==> src/hw/rtl/bbc_pkg.sv <==
// ----------------------------------------------------------------------------
// Blue blob centroid package
// Shared widths, limits, sequencer states and status types of the block.
// ----------------------------------------------------------------------------
package bbc_pkg;

  localparam int FRAME_DIM_MAX = 1024;
  localparam int COORD_W       = $clog2(FRAME_DIM_MAX);

  localparam int COLOR_W    = 8;
  localparam int HEIGHT_W   = 11;
  localparam int SUM_W      = 30;
  localparam int HIT_W      = 21;
  localparam int CENTRE_W   = 10;

  localparam logic [HEIGHT_W-1:0] HEIGHT_RESET = 11'd1024;

  // Effective height needs room for FRAME_DIM_MAX and for row + 1.
  localparam int EH_W = (COORD_W + 1 > HEIGHT_W) ? COORD_W + 1 : HEIGHT_W;

  // Divisor shifted up to the top quotient bit, and the compare width.
  localparam int DVS_W  = HIT_W + COORD_W - 1;
  localparam int CMP_W  = (SUM_W > DVS_W) ? SUM_W : DVS_W;
  localparam int ITER_W = $clog2(COORD_W + 1);

  localparam int IN_TDATA_W  = 24;
  localparam int OUT_TDATA_W = 24;

  typedef enum logic [2:0] {
    ST_IDLE,
    ST_START_X,
    ST_DIV_X,
    ST_START_Y,
    ST_DIV_Y,
    ST_OUT
  } bbc_state_t;

  typedef struct packed {
    logic busy;
    logic done;
  } bbc_div_stat_t;

endpackage

==> src/hw/rtl/bbc_accum.sv <==
// ----------------------------------------------------------------------------
// Blue blob centroid accumulator
// Counts pixel coordinates, tests the blue threshold and sums qualifying hits.
// ----------------------------------------------------------------------------
module bbc_accum import bbc_pkg::*; (
  input  logic                clk,
  input  logic                rst_n,
  input  logic                pix_valid,
  input  logic [COLOR_W-1:0]  red,
  input  logic [COLOR_W-1:0]  green,
  input  logic [COLOR_W-1:0]  blue,
  input  logic [HEIGHT_W-1:0] height,
  input  logic                clear,
  output logic [SUM_W-1:0]    col_sum,
  output logic [SUM_W-1:0]    row_sum,
  output logic [HIT_W-1:0]    hit_count
);

  logic [COORD_W-1:0] col_r, col_nxt;
  logic [COORD_W-1:0] row_r, row_nxt;
  logic [SUM_W-1:0]   col_sum_r, col_sum_nxt;
  logic [SUM_W-1:0]   row_sum_r, row_sum_nxt;
  logic [HIT_W-1:0]   hit_r, hit_nxt;

  logic [COLOR_W+2:0] red_x5;
  logic [COLOR_W+2:0] green_x5;
  logic [COLOR_W+2:0] blue_ext;
  logic               qualify;
  logic [SUM_W:0]     col_sum_add;
  logic [SUM_W:0]     row_sum_add;
  logic               room;
  logic [EH_W-1:0]    eff_h;
  logic [EH_W-1:0]    row_inc;

  assign red_x5   = ((COLOR_W+3)'(red) << 2) + (COLOR_W+3)'(red);
  assign green_x5 = ((COLOR_W+3)'(green) << 2) + (COLOR_W+3)'(green);
  assign blue_ext = (COLOR_W+3)'(blue);
  assign qualify  = (blue_ext > red_x5) && (blue_ext > green_x5);

  assign col_sum_add = (SUM_W+1)'(col_sum_r) + (SUM_W+1)'(col_r);
  assign row_sum_add = (SUM_W+1)'(row_sum_r) + (SUM_W+1)'(row_r);
  // A hit that would overflow the count or either sum is dropped.
  assign room = (hit_r != {HIT_W{1'b1}}) && !col_sum_add[SUM_W] && !row_sum_add[SUM_W];

  always_comb begin
    if (height == '0) begin
      eff_h = EH_W'(1);
    end else if (32'(height) > 32'(FRAME_DIM_MAX)) begin
      eff_h = EH_W'(FRAME_DIM_MAX);
    end else begin
      eff_h = EH_W'(height);
    end
  end

  assign row_inc = EH_W'(row_r) + EH_W'(1);

  always_comb begin
    col_nxt     = col_r;
    row_nxt     = row_r;
    col_sum_nxt = col_sum_r;
    row_sum_nxt = row_sum_r;
    hit_nxt     = hit_r;
    if (clear) begin
      col_nxt     = '0;
      row_nxt     = '0;
      col_sum_nxt = '0;
      row_sum_nxt = '0;
      hit_nxt     = '0;
    end else if (pix_valid) begin
      if (qualify && room) begin
        col_sum_nxt = col_sum_add[SUM_W-1:0];
        row_sum_nxt = row_sum_add[SUM_W-1:0];
        hit_nxt     = hit_r + HIT_W'(1);
      end
      // The row may sit above a height that was lowered mid-frame; it wraps too.
      if (row_inc >= eff_h) begin
        row_nxt = '0;
        if (col_r != COORD_W'(FRAME_DIM_MAX - 1)) begin
          col_nxt = col_r + COORD_W'(1);
        end
      end else begin
        row_nxt = row_inc[COORD_W-1:0];
      end
    end
  end

  always_ff @(posedge clk) begin
    if (!rst_n) begin
      col_r     <= '0;
      row_r     <= '0;
      col_sum_r <= '0;
      row_sum_r <= '0;
      hit_r     <= '0;
    end else begin
      col_r     <= col_nxt;
      row_r     <= row_nxt;
      col_sum_r <= col_sum_nxt;
      row_sum_r <= row_sum_nxt;
      hit_r     <= hit_nxt;
    end
  end

  assign col_sum   = col_sum_r;
  assign row_sum   = row_sum_r;
  assign hit_count = hit_r;

endmodule

==> src/hw/rtl/bbc_divider.sv <==
// ----------------------------------------------------------------------------
// Blue blob centroid divider
// Restoring divider with one compare-subtract per cycle, one quotient bit each.
// ----------------------------------------------------------------------------
module bbc_divider import bbc_pkg::*; (
  input  logic               clk,
  input  logic               rst_n,
  input  logic               start,
  input  logic [SUM_W-1:0]   dividend,
  input  logic [HIT_W-1:0]   divisor,
  output bbc_div_stat_t      stat,
  output logic [COORD_W-1:0] quotient
);

  logic               busy_r, busy_nxt;
  logic               done_r, done_nxt;
  logic [ITER_W-1:0]  cnt_r, cnt_nxt;
  logic [CMP_W-1:0]   rem_r, rem_nxt;
  logic [DVS_W-1:0]   dvs_r, dvs_nxt;
  logic [COORD_W-1:0] quo_r, quo_nxt;

  logic [CMP_W-1:0]   dvs_ext;
  logic               ge;

  // The mean never exceeds the largest coordinate, so COORD_W quotient bits
  // cover it and the divisor starts shifted up by COORD_W-1.
  assign dvs_ext = CMP_W'(dvs_r);
  assign ge      = rem_r >= dvs_ext;

  always_comb begin
    busy_nxt = busy_r;
    done_nxt = 1'b0;
    cnt_nxt  = cnt_r;
    rem_nxt  = rem_r;
    dvs_nxt  = dvs_r;
    quo_nxt  = quo_r;
    if (start && !busy_r) begin
      busy_nxt = 1'b1;
      cnt_nxt  = ITER_W'(COORD_W);
      rem_nxt  = CMP_W'(dividend);
      dvs_nxt  = DVS_W'(divisor) << (COORD_W - 1);
      quo_nxt  = '0;
    end else if (busy_r) begin
      if (ge) begin
        rem_nxt = rem_r - dvs_ext;
      end
      quo_nxt = (quo_r << 1) | COORD_W'(ge);
      dvs_nxt = dvs_r >> 1;
      cnt_nxt = cnt_r - ITER_W'(1);
      if (cnt_r == ITER_W'(1)) begin
        busy_nxt = 1'b0;
        done_nxt = 1'b1;
      end
    end
  end

  always_ff @(posedge clk) begin
    if (!rst_n) begin
      busy_r <= 1'b0;
      done_r <= 1'b0;
      cnt_r  <= '0;
    end else begin
      busy_r <= busy_nxt;
      done_r <= done_nxt;
      cnt_r  <= cnt_nxt;
    end
  end

  always_ff @(posedge clk) begin
    rem_r <= rem_nxt;
    dvs_r <= dvs_nxt;
    quo_r <= quo_nxt;
  end

  assign stat.busy = busy_r;
  assign stat.done = done_r;
  assign quotient  = quo_r;

  a_start_idle: assert property (@(posedge clk) disable iff (!rst_n)
    start |-> !busy_r)
    else $error("divider started while busy");

  a_done_pulse: assert property (@(posedge clk) disable iff (!rst_n)
    done_r |-> !busy_r && $past(busy_r) && $past(cnt_r) == ITER_W'(1))
    else $error("divider done without a final iteration");

endmodule

==> src/hw/rtl/blue_blob_centroid_top.sv <==
// Throughput: a pixel without end of frame is taken every cycle.
// After the end-of-frame pixel the sequencer runs two passes of the shared
// divider, on the column sum and then on the row sum, and the result is
// held until transferred; no pixel is taken meanwhile.
// Reset: synchronous active-low rst_n clears all sums, counters and the
// sequencer, and sets the height register height_r to 1024.
// ----------------------------------------------------------------------------
// Blue blob centroid top level
// Stream interface, configuration register and sequencer around the
// accumulator and the shared divider.
// ----------------------------------------------------------------------------
module blue_blob_centroid_top import bbc_pkg::*; (
  input  logic                   clk,
  input  logic                   rst_n,
  input  logic                   in_tvalid,
  output logic                   in_tready,
  input  logic [IN_TDATA_W-1:0]  in_tdata,   // red, green, blue
  input  logic                   in_tlast,   // end_of_frame
  output logic                   out_tvalid,
  input  logic                   out_tready,
  output logic [OUT_TDATA_W-1:0] out_tdata,  // centre_x, centre_y, zero pad
  output logic                   out_tuser,  // found
  input  logic                   cfg_wr_en,
  input  logic [HEIGHT_W-1:0]    cfg_wr_data
);

  bbc_state_t state_r, state_nxt;

  logic [HEIGHT_W-1:0] height_r;
  logic                found_r, found_nxt;
  logic [CENTRE_W-1:0] cx_r, cx_nxt;
  logic [CENTRE_W-1:0] cy_r, cy_nxt;

  logic                pix_valid;
  logic                acc_clear;
  logic [SUM_W-1:0]    col_sum;
  logic [SUM_W-1:0]    row_sum;
  logic [HIT_W-1:0]    hit_count;
  logic                hit_nz;

  logic                div_start;
  logic [SUM_W-1:0]    div_dividend;
  bbc_div_stat_t       div_stat;
  logic [COORD_W-1:0]  quotient;
  logic [CENTRE_W-1:0] mean;

  assign pix_valid = in_tvalid && in_tready;
  assign hit_nz    = hit_count != '0;
  assign mean      = hit_nz ? CENTRE_W'(quotient) : '0;

  bbc_accum u_accum (
    .clk       (clk),
    .rst_n     (rst_n),
    .pix_valid (pix_valid),
    .red       (in_tdata[COLOR_W-1:0]),
    .green     (in_tdata[2*COLOR_W-1:COLOR_W]),
    .blue      (in_tdata[3*COLOR_W-1:2*COLOR_W]),
    .height    (height_r),
    .clear     (acc_clear),
    .col_sum   (col_sum),
    .row_sum   (row_sum),
    .hit_count (hit_count)
  );

  bbc_divider u_divider (
    .clk      (clk),
    .rst_n    (rst_n),
    .start    (div_start),
    .dividend (div_dividend),
    .divisor  (hit_count),
    .stat     (div_stat),
    .quotient (quotient)
  );

  always_comb begin
    state_nxt = state_r;
    unique case (state_r)
      ST_IDLE:    if (pix_valid && in_tlast) state_nxt = ST_START_X;
      ST_START_X: state_nxt = ST_DIV_X;
      ST_DIV_X:   if (div_stat.done) state_nxt = ST_START_Y;
      ST_START_Y: state_nxt = ST_DIV_Y;
      ST_DIV_Y:   if (div_stat.done) state_nxt = ST_OUT;
      ST_OUT:     if (out_tready) state_nxt = ST_IDLE;
      default:    state_nxt = ST_IDLE;
    endcase
  end

  always_comb begin
    in_tready    = 1'b0;
    out_tvalid   = 1'b0;
    div_start    = 1'b0;
    div_dividend = col_sum;
    acc_clear    = 1'b0;
    found_nxt    = found_r;
    cx_nxt       = cx_r;
    cy_nxt       = cy_r;
    unique case (state_r)
      ST_IDLE:    in_tready = 1'b1;
      ST_START_X: div_start = 1'b1;
      ST_DIV_X:   if (div_stat.done) cx_nxt = mean;
      ST_START_Y: begin
        div_start    = 1'b1;
        div_dividend = row_sum;
      end
      ST_DIV_Y: begin
        // Result is latched and the frame state cleared on the same edge.
        if (div_stat.done) begin
          cy_nxt    = mean;
          found_nxt = hit_nz;
          acc_clear = 1'b1;
        end
      end
      ST_OUT:     out_tvalid = 1'b1;
      default:    in_tready = 1'b0;
    endcase
  end

  always_ff @(posedge clk) begin
    if (!rst_n) begin
      state_r  <= ST_IDLE;
      height_r <= HEIGHT_RESET;
    end else begin
      state_r <= state_nxt;
      if (cfg_wr_en) begin
        height_r <= cfg_wr_data;
      end
    end
  end

  always_ff @(posedge clk) begin
    found_r <= found_nxt;
    cx_r    <= cx_nxt;
    cy_r    <= cy_nxt;
  end

  assign out_tuser = found_r;
  assign out_tdata = {(OUT_TDATA_W - 2*CENTRE_W)'(0), cy_r, cx_r};

  a_eof_blocks: assert property (@(posedge clk) disable iff (!rst_n)
    (in_tvalid && in_tready && in_tlast) |=> !in_tready)
    else $error("pixel taken right after end of frame");

  a_no_overlap: assert property (@(posedge clk) disable iff (!rst_n)
    out_tvalid |-> !in_tready && !div_stat.busy)
    else $error("result pending while input or divider active");

  a_zero_mean: assert property (@(posedge clk) disable iff (!rst_n)
    (out_tvalid && !out_tuser) |-> out_tdata == '0)
    else $error("nonzero centre without a hit");

  a_start_clears: assert property (@(posedge clk) disable iff (!rst_n)
    (out_tvalid && out_tready) |=> hit_count == '0)
    else $error("frame state not cleared after result");

endmodule
==> config.mk <==
export PLATFORM = sky130hd
export DESIGN_NAME = blue_blob_centroid_top
export DESIGN_NICKNAME = d
export VERILOG_FILES = /design/src/hw/rtl/bbc_pkg.sv /design/src/hw/rtl/bbc_accum.sv /design/src/hw/rtl/bbc_divider.sv /design/src/hw/rtl/blue_blob_centroid_top.sv
export SDC_FILE = /design/constraint.sdc
export NUM_CORES = 1
export LEC_CHECK = 0
export BUFFER_PORTS_ARGS = -buffer_cell sky130_fd_sc_hd__buf_2
export CELL_PAD_IN_SITES_DETAIL_PLACEMENT = 0
export CELL_PAD_IN_SITES_GLOBAL_PLACEMENT = 2
export CORE_ASPECT_RATIO = 1.75
export CORE_MARGIN = 2
export CORE_UTILIZATION = 25
export DETAILED_ROUTE_END_ITERATION = 10
export GPL_TIMING_DRIVEN = 0
export PLACE_DENSITY = 0.54
export SETUP_SLACK_MARGIN = 0.1
export SLEW_MARGIN = 30
export SYNTH_ARGS = -nofsm -noshare
export SYNTH_HDL_FRONTEND = slang
export SYNTH_SLANG_ARGS = --single-unit
==> constraint.sdc <==
create_clock -name clk -period 13.6 [get_ports clk]
set_clock_uncertainty 0.1 [all_clocks]
set_input_delay 2.72 -clock clk [delete_from_list [all_inputs] [get_ports clk]]
set_output_delay 2.72 -clock clk [all_outputs]
set_load 0.02 [all_outputs]
== After elaboration in Yosys (flattened, before gate mapping) ==
Cells that the tools add are included.

* Bitwise operators: 3
* Equality and inequality tests: 12
* Mux-type cells: 26
* Reductions and logical operators: 25
* Add/sub/neg operators: 9
* Order comparisons: 5

{| class="wikitable"
|+ Operator list
! kind !! count
|-
| 2-to-1 mux 30 bit || 6
|-
| adder 30 x 10 -> 31 bit || 2
|-
| greater-or-equal comparator 30 bit || 1
|-
| subtractor 30 bit || 1
|-
| adder 10 x 8 -> 11 bit || 2
|-
| greater-than comparator 8 x 11 -> 1 bit || 2
|-
| 2-to-1 mux 11 bit || 2
|-
| adder 21 x 1 -> 21 bit (second input constant) || 1
|-
| != test 21 bit (second input constant) || 1
|-
| nonzero test 21 bit || 1
|-
| 2-to-1 mux 10 bit || 2
|-
| one-hot mux 3 bit (6 select lines) || 1
|-
| 2-to-1 mux 3 bit || 4
|-
| adder 10 x 1 -> 11 bit (second input constant) || 1
|-
| greater-or-equal comparator 11 bit || 1
|-
| greater-than comparator 11 bit (second input constant) || 1
|-
| zero test 11 bit || 1
|-
| adder 10 x 1 -> 10 bit (second input constant) || 1
|-
| != test 10 bit (second input constant) || 1
|-
| OR 10 x 1 -> 10 bit || 1
|-
| 2-to-1 mux 1 bit || 9
|-
| 2-to-1 mux 4 bit || 2
|-
| AND reduction 2 bit || 4
|-
| logical AND 1 bit || 7
|-
| 15 further kinds || 25
|}

* Word-level logic and storage cells: 98
* Input port bits: 41
* Register bits after elaboration: 212

== Logic depth before layout (Yosys ltp) ==
* Depth after elaboration: 6
* Mapped depth: 18

== By module ==
A second synthesis with hierarchy kept.

* Cells, all modules: 1549
* Area, all modules: 13656.8 um2

{| class="wikitable"
|+ Modules (own cells, without submodules)
! module !! cells an instance !! instances !! area each (um2)
|-
| bbc_accum || 847 || 1 || 6780.3
|-
| bbc_divider || 568 || 1 || 5011.1
|-
| blue_blob_centroid_top || 134 || 1 || 1865.5
|}

== Least setup slack after synthesis ==
OpenSTA, ideal clock, no wires.

* Path kind: input port to flip-flop
* From: input in_tdata[9]
* To: register u_accum.row_sum_r[15], in the netlist u_accum.row_sum[15]
* Arrival time: 6.199 ns
* Setup slack: 7.231 ns
* Stages: 16
* Buffers on the path: 2
* Path through: ha_1 -> a21o_1 -> a21oi_1 -> nor2b_1 -> o31ai_1 -> a21bo_2 -> ha_1 -> o221ai_1 -> a221oi_1 -> nand4_1 -> or3b_4 -> or4_1 -> buf_2 -> buf_6 -> or3_1 -> a21oi_1

* Word-level cells in the longest chain between the ends: 5

{| class="wikitable"
|+ Ends and longest elaborated chain
! item !! line !! RTL
|-
| from (decl) || blue_blob_centroid_top.sv:17 || <nowiki>input logic [IN_TDATA_W-1:0] in_tdata,</nowiki>
|-
| adder 10 x 8 -> 11 bit || bbc_accum.sv:36 || <nowiki>assign green_x5 = ((COLOR_W+3)'(green) << 2) + (COLOR_W+3)'(green);</nowiki>
|-
| greater-than comparator 8 x 11 -> 1 bit || bbc_accum.sv:38 || <nowiki>assign qualify = (blue_ext > red_x5) && (blue_ext > green_x5);</nowiki>
|-
| logical AND 1 bit || bbc_accum.sv:38 ||
|-
| logical AND 1 bit || bbc_accum.sv:70 || <nowiki>if (qualify && room) begin</nowiki>
|-
| AND reduction 2 bit (no source line) || n/a ||
|-
| to (signal assigned) || bbc_accum.sv:98 || <nowiki>row_sum_r <= row_sum_nxt;</nowiki>
|-
| to (decl) || bbc_accum.sv:22 || <nowiki>logic [SUM_W-1:0] row_sum_r, row_sum_nxt;</nowiki>
|}

Every way passes these cells.
A chain may end at the register's enable or synchronous reset.

== Worst setup path after layout ==
* From: input in_tdata[9]
* To: register u_accum.col_sum_r[16], in the netlist u_accum.col_sum[16]

* Word-level cells in the longest chain between the ends: 5

{| class="wikitable"
|+ Ends and longest elaborated chain
! item !! line !! RTL
|-
| adder 10 x 8 -> 11 bit || bbc_accum.sv:36 ||
|-
| greater-than comparator 8 x 11 -> 1 bit || bbc_accum.sv:38 ||
|-
| logical AND 1 bit || bbc_accum.sv:38 ||
|-
| logical AND 1 bit || bbc_accum.sv:70 ||
|-
| AND reduction 2 bit (no source line) || n/a ||
|-
| to (signal assigned) || bbc_accum.sv:97 || <nowiki>col_sum_r <= col_sum_nxt;</nowiki>
|-
| to (decl) || bbc_accum.sv:21 || <nowiki>logic [SUM_W-1:0] col_sum_r, col_sum_nxt;</nowiki>
|}

Every way passes these cells.

==> impl_metrics.tcl <==
set metrics [dict create \
    grt_pass1_vias 11600 \
    worstSkewPairLatency_ns 0.57 \
    num-nets-final 1679 \
    cts_setup_buffers 0 \
    r2r_end "u_accum.col_sum[17]$_SDFFE_PP0P_" \
    row_count 109 \
    fmax_mhz 148 \
    via_per_inst 5.04 \
    r2r_slack_ns 9.09 \
    crit_start "in_tdata[9]" \
    synth_area_mm2 0.0128 \
    clock_sinks 212 \
    synth_top_area_cell "dfxtp_1" \
    drv_cap 0 \
    irDropWorstVdd_mv 0.0845 \
    core_area_mm2 0.0506 \
    ys_seq_area_share_pct 38.8 \
    status "complete, no violations" \
    first_pass_iters 4 \
    tightest_slew_ns 1.02 \
    wl_per_cell_um 21.6 \
    relSlewSlack_pct 32.2 \
    synth_top_area_share_pct 21.9 \
    crit_type "primary input to flop" \
    p_leak_nw 5.64 \
    synth-edff-count 72 \
    ant_nets 0 \
    drt_iter0_markers 455 \
    rsz0062_at_grt "no" \
    die_y_um 303 \
    cts_htree_levels 1 \
    hold_class "flop to flop" \
    cts_tree "built" \
    io_pins 68 \
    drc 0 \
    area_growth_pct 16.5 \
    cts_resized 0 \
    period_share_pct 49.8 \
    final_max_slew_viol_count 0 \
    cts_buffers 25 \
    crit_arrival_ns 7.07 \
    async_flop_share_pct 0 \
    grt_pass1_wl_mm 72.0 \
    diodes 0 \
    ys_ff_latch 212 \
    post-route-min-period_ns 6.77 \
    crit_required_ns 13.90 \
    place.gp.congestion 0.813 \
    start_util_pct 25.3 \
    yosysUniqueCellTypes 73 \
    tns_ns 0 \
    ctsLongestPathBuffers 3 \
    drive_above_1_share_pct 9.57 \
    fillers 5388 \
    hold_ws_ns 0.361 \
    r2r_start "u_accum.row_r[0]$_SDFFE_PP0P_" \
    post-dp-hpwl_mm 38.0 \
    finalSetupViolCount 0 \
    ys_warn_count 0 \
    portBuffers 63 \
    die_area_mm2 0.0531 \
    vias 11200 \
    syn_area_per_cell_um2 8.89 \
    cp-endpoint "u_accum.col_sum[16]$_SDFFE_PP0P_" \
    grtUsageTotal_pct 18.1 \
    syn_inst 1440 \
    clk_pin_slew_ns 0.06 \
    synth_area_leaders "dfxtp_1 (22%), edfxtp_1 (17%), ha_1 (9.3%)" \
    grt_max_degree 30 \
    start_kind "primary input" \
    powerDensity_mw_per_mm2 115 \
    finalHoldViolCount 0 \
    wl_mm 48.1 \
    overflow 0 \
    synth_top_flop_cell "dfxtp_1" \
    path_max_fanout 10 \
    fin_util_pct 29.5 \
    cp-end-kind "flop" \
    hold_buffers 0 \
    cts_root_buf "clkbuf_16" \
    rr_worst_depth 15 \
    antenna_found_initial 0 \
    die_x_um 175 \
]
## sequential cells by signal, summed over array words and instances, names as in the netlist
register,flops
cx_r,10
cy_r,10
height_r,11
out_tuser,1
state_r,3
u_accum.col_r,10
u_accum.col_sum,30
u_accum.hit_count,21
u_accum.row_r,10
u_accum.row_sum,30
u_divider.busy_r,1
u_divider.cnt_r,4
u_divider.done_r,1
u_divider.dvs_ext,30
u_divider.quotient,10
u_divider.rem_r,30
## worst max-delay path: stages
cell and delay, ns:
buf_2 0.11, ha_1 0.28, a21o_1 0.18, a21oi_1 0.21
nor2b_1 0.09, o31ai_1 0.30, a21bo_2 0.28, ha_1 0.29
o221ai_1 0.15, a221oi_1 0.23, nand4_1 0.21, or3b_4 0.47
or3_4 0.42, clkbuf_1 0.34, buf_2 0.34, o41ai_1 0.33
a21oi_1 0.11
## power breakdown
part           switching, mW  total, mW  internal, mW
Clock                  0.310      0.701         0.391
Sequential            0.0144      0.707         0.693
Combinational          0.183      0.302         0.119
## cells by family after synthesis
| logic type | share of synthesized area [%] |
|---|---|
| buffers and inverters | 4.89 |
| XOR/XNOR | 3.90 |
| AND/OR/NAND/NOR | 20.2 |
| AO/OA/AOI/OAI | 21.1 |
| flip-flops | 38.8 |
| adder cells (fa/ha/maj) | 10.1 |
| other | 0.0293 |
| multiplexers | 1.02 |
## worst min path at each step
| stage | from | end | slack [ns] | depth (start not counted) |
|---|---|---|---|---|
| finish | u_divider.dvs_ext[3]$_SDFFE_PP0P_ | u_divider.dvs_ext[2]$_SDFFE_PP0P_ | 0.36 | 2 |
| global route | u_divider.dvs_ext[3]$_SDFFE_PP0P_ | u_divider.dvs_ext[2]$_SDFFE_PP0P_ | 0.38 | 2 |
| CTS | u_divider.dvs_ext[3]$_SDFFE_PP0P_ | u_divider.dvs_ext[2]$_SDFFE_PP0P_ | 0.36 | 2 |
| detailed placement | u_divider.dvs_ext[3]$_SDFFE_PP0P_ | u_divider.dvs_ext[2]$_SDFFE_PP0P_ | 0.35 | 2 |
| global placement | u_divider.dvs_ext[6]$_SDFFE_PP0P_ | u_divider.dvs_ext[5]$_SDFFE_PP0P_ | 0.34 | 2 |
| floorplan | u_divider.dvs_ext[2]$_SDFFE_PP0P_ | u_divider.dvs_ext[1]$_SDFFE_PP0P_ | 0.33 | 2 |
## synth_stat cells (all sizes together), types with 6 or more instances
library cell / number
ha: 95
a22o: 28
edfxtp: 72
a21oi: 120
or4: 29
a221oi: 6
nand2b: 18
or3: 32
clkbuf: 55
nor2b: 29
buf: 21
nor4: 17
o21a: 11
and3: 22
nor4b: 9
o21ai: 88
xor2: 19
o211ai: 7
nand2: 139
and2: 11
o31ai: 30
nand4: 19
a31oi: 12
inv: 75
xnor2: 38
nor2: 84
mux2i: 13
a211oi: 8
nor3: 15
o221ai: 30
a21o: 36
o31a: 8
nand3: 42
dfxtp: 140
## stage by stage
stage	worst slack, ns	std cells	instance area [um^2]	total power, mW
2_1_floorplan	7.23	1443	12800	0.931
3_3_place_gp	6.06	2172	14000	1.02
3_5_place_dp	6.25	2177	14100	1.03
4_1_cts	6.85	2223	14900	1.75
5_1_grt	6.61	2223	14900	1.80
6_report	6.83	2223	14900	1.71
## cell type report
cell class	count	area (um^2)	area share, %
buffer	76	338	2.26
clock buffer	32	666	4.46
clock inverter	14	161	1.08
inverter	77	289	1.94
multi-input combinational	1078	7290	48.9
sequential	212	4960	33.3
tap	666	833	5.59
timing repair buffer	68	377	2.52
## metal layers
metal	vias up	GRT usage [%]	routed length (um)
met1	5412	17.2	16700
met5	-	0	0
met2	195	38.4	28100
met3	69	1.49	1220
met4	0	7.64	2040
li1	5526	-	-
## cell usage in the layout, fill, tap and decap left out, types with 29 or more instances in the layout
| cell type | count |
|---|---|
| clkbuf_1 | 60 |
| o31ai_1 | 30 |
| o21ai_0 | 87 |
| nand2_1 | 139 |
| dfxtp_1 | 140 |
| buf_2 | 72 |
| a21o_1 | 36 |
| nor2_1 | 83 |
| o221ai_1 | 30 |
| or3_1 | 31 |
| inv_1 | 74 |
| or4_1 | 29 |
| xnor2_1 | 38 |
| nand3_1 | 41 |
| nor2b_1 | 29 |
| edfxtp_1 | 72 |
| ha_1 | 95 |
| a21oi_1 | 120 |
No activity file was read; power rests on OpenSTA's default activity.
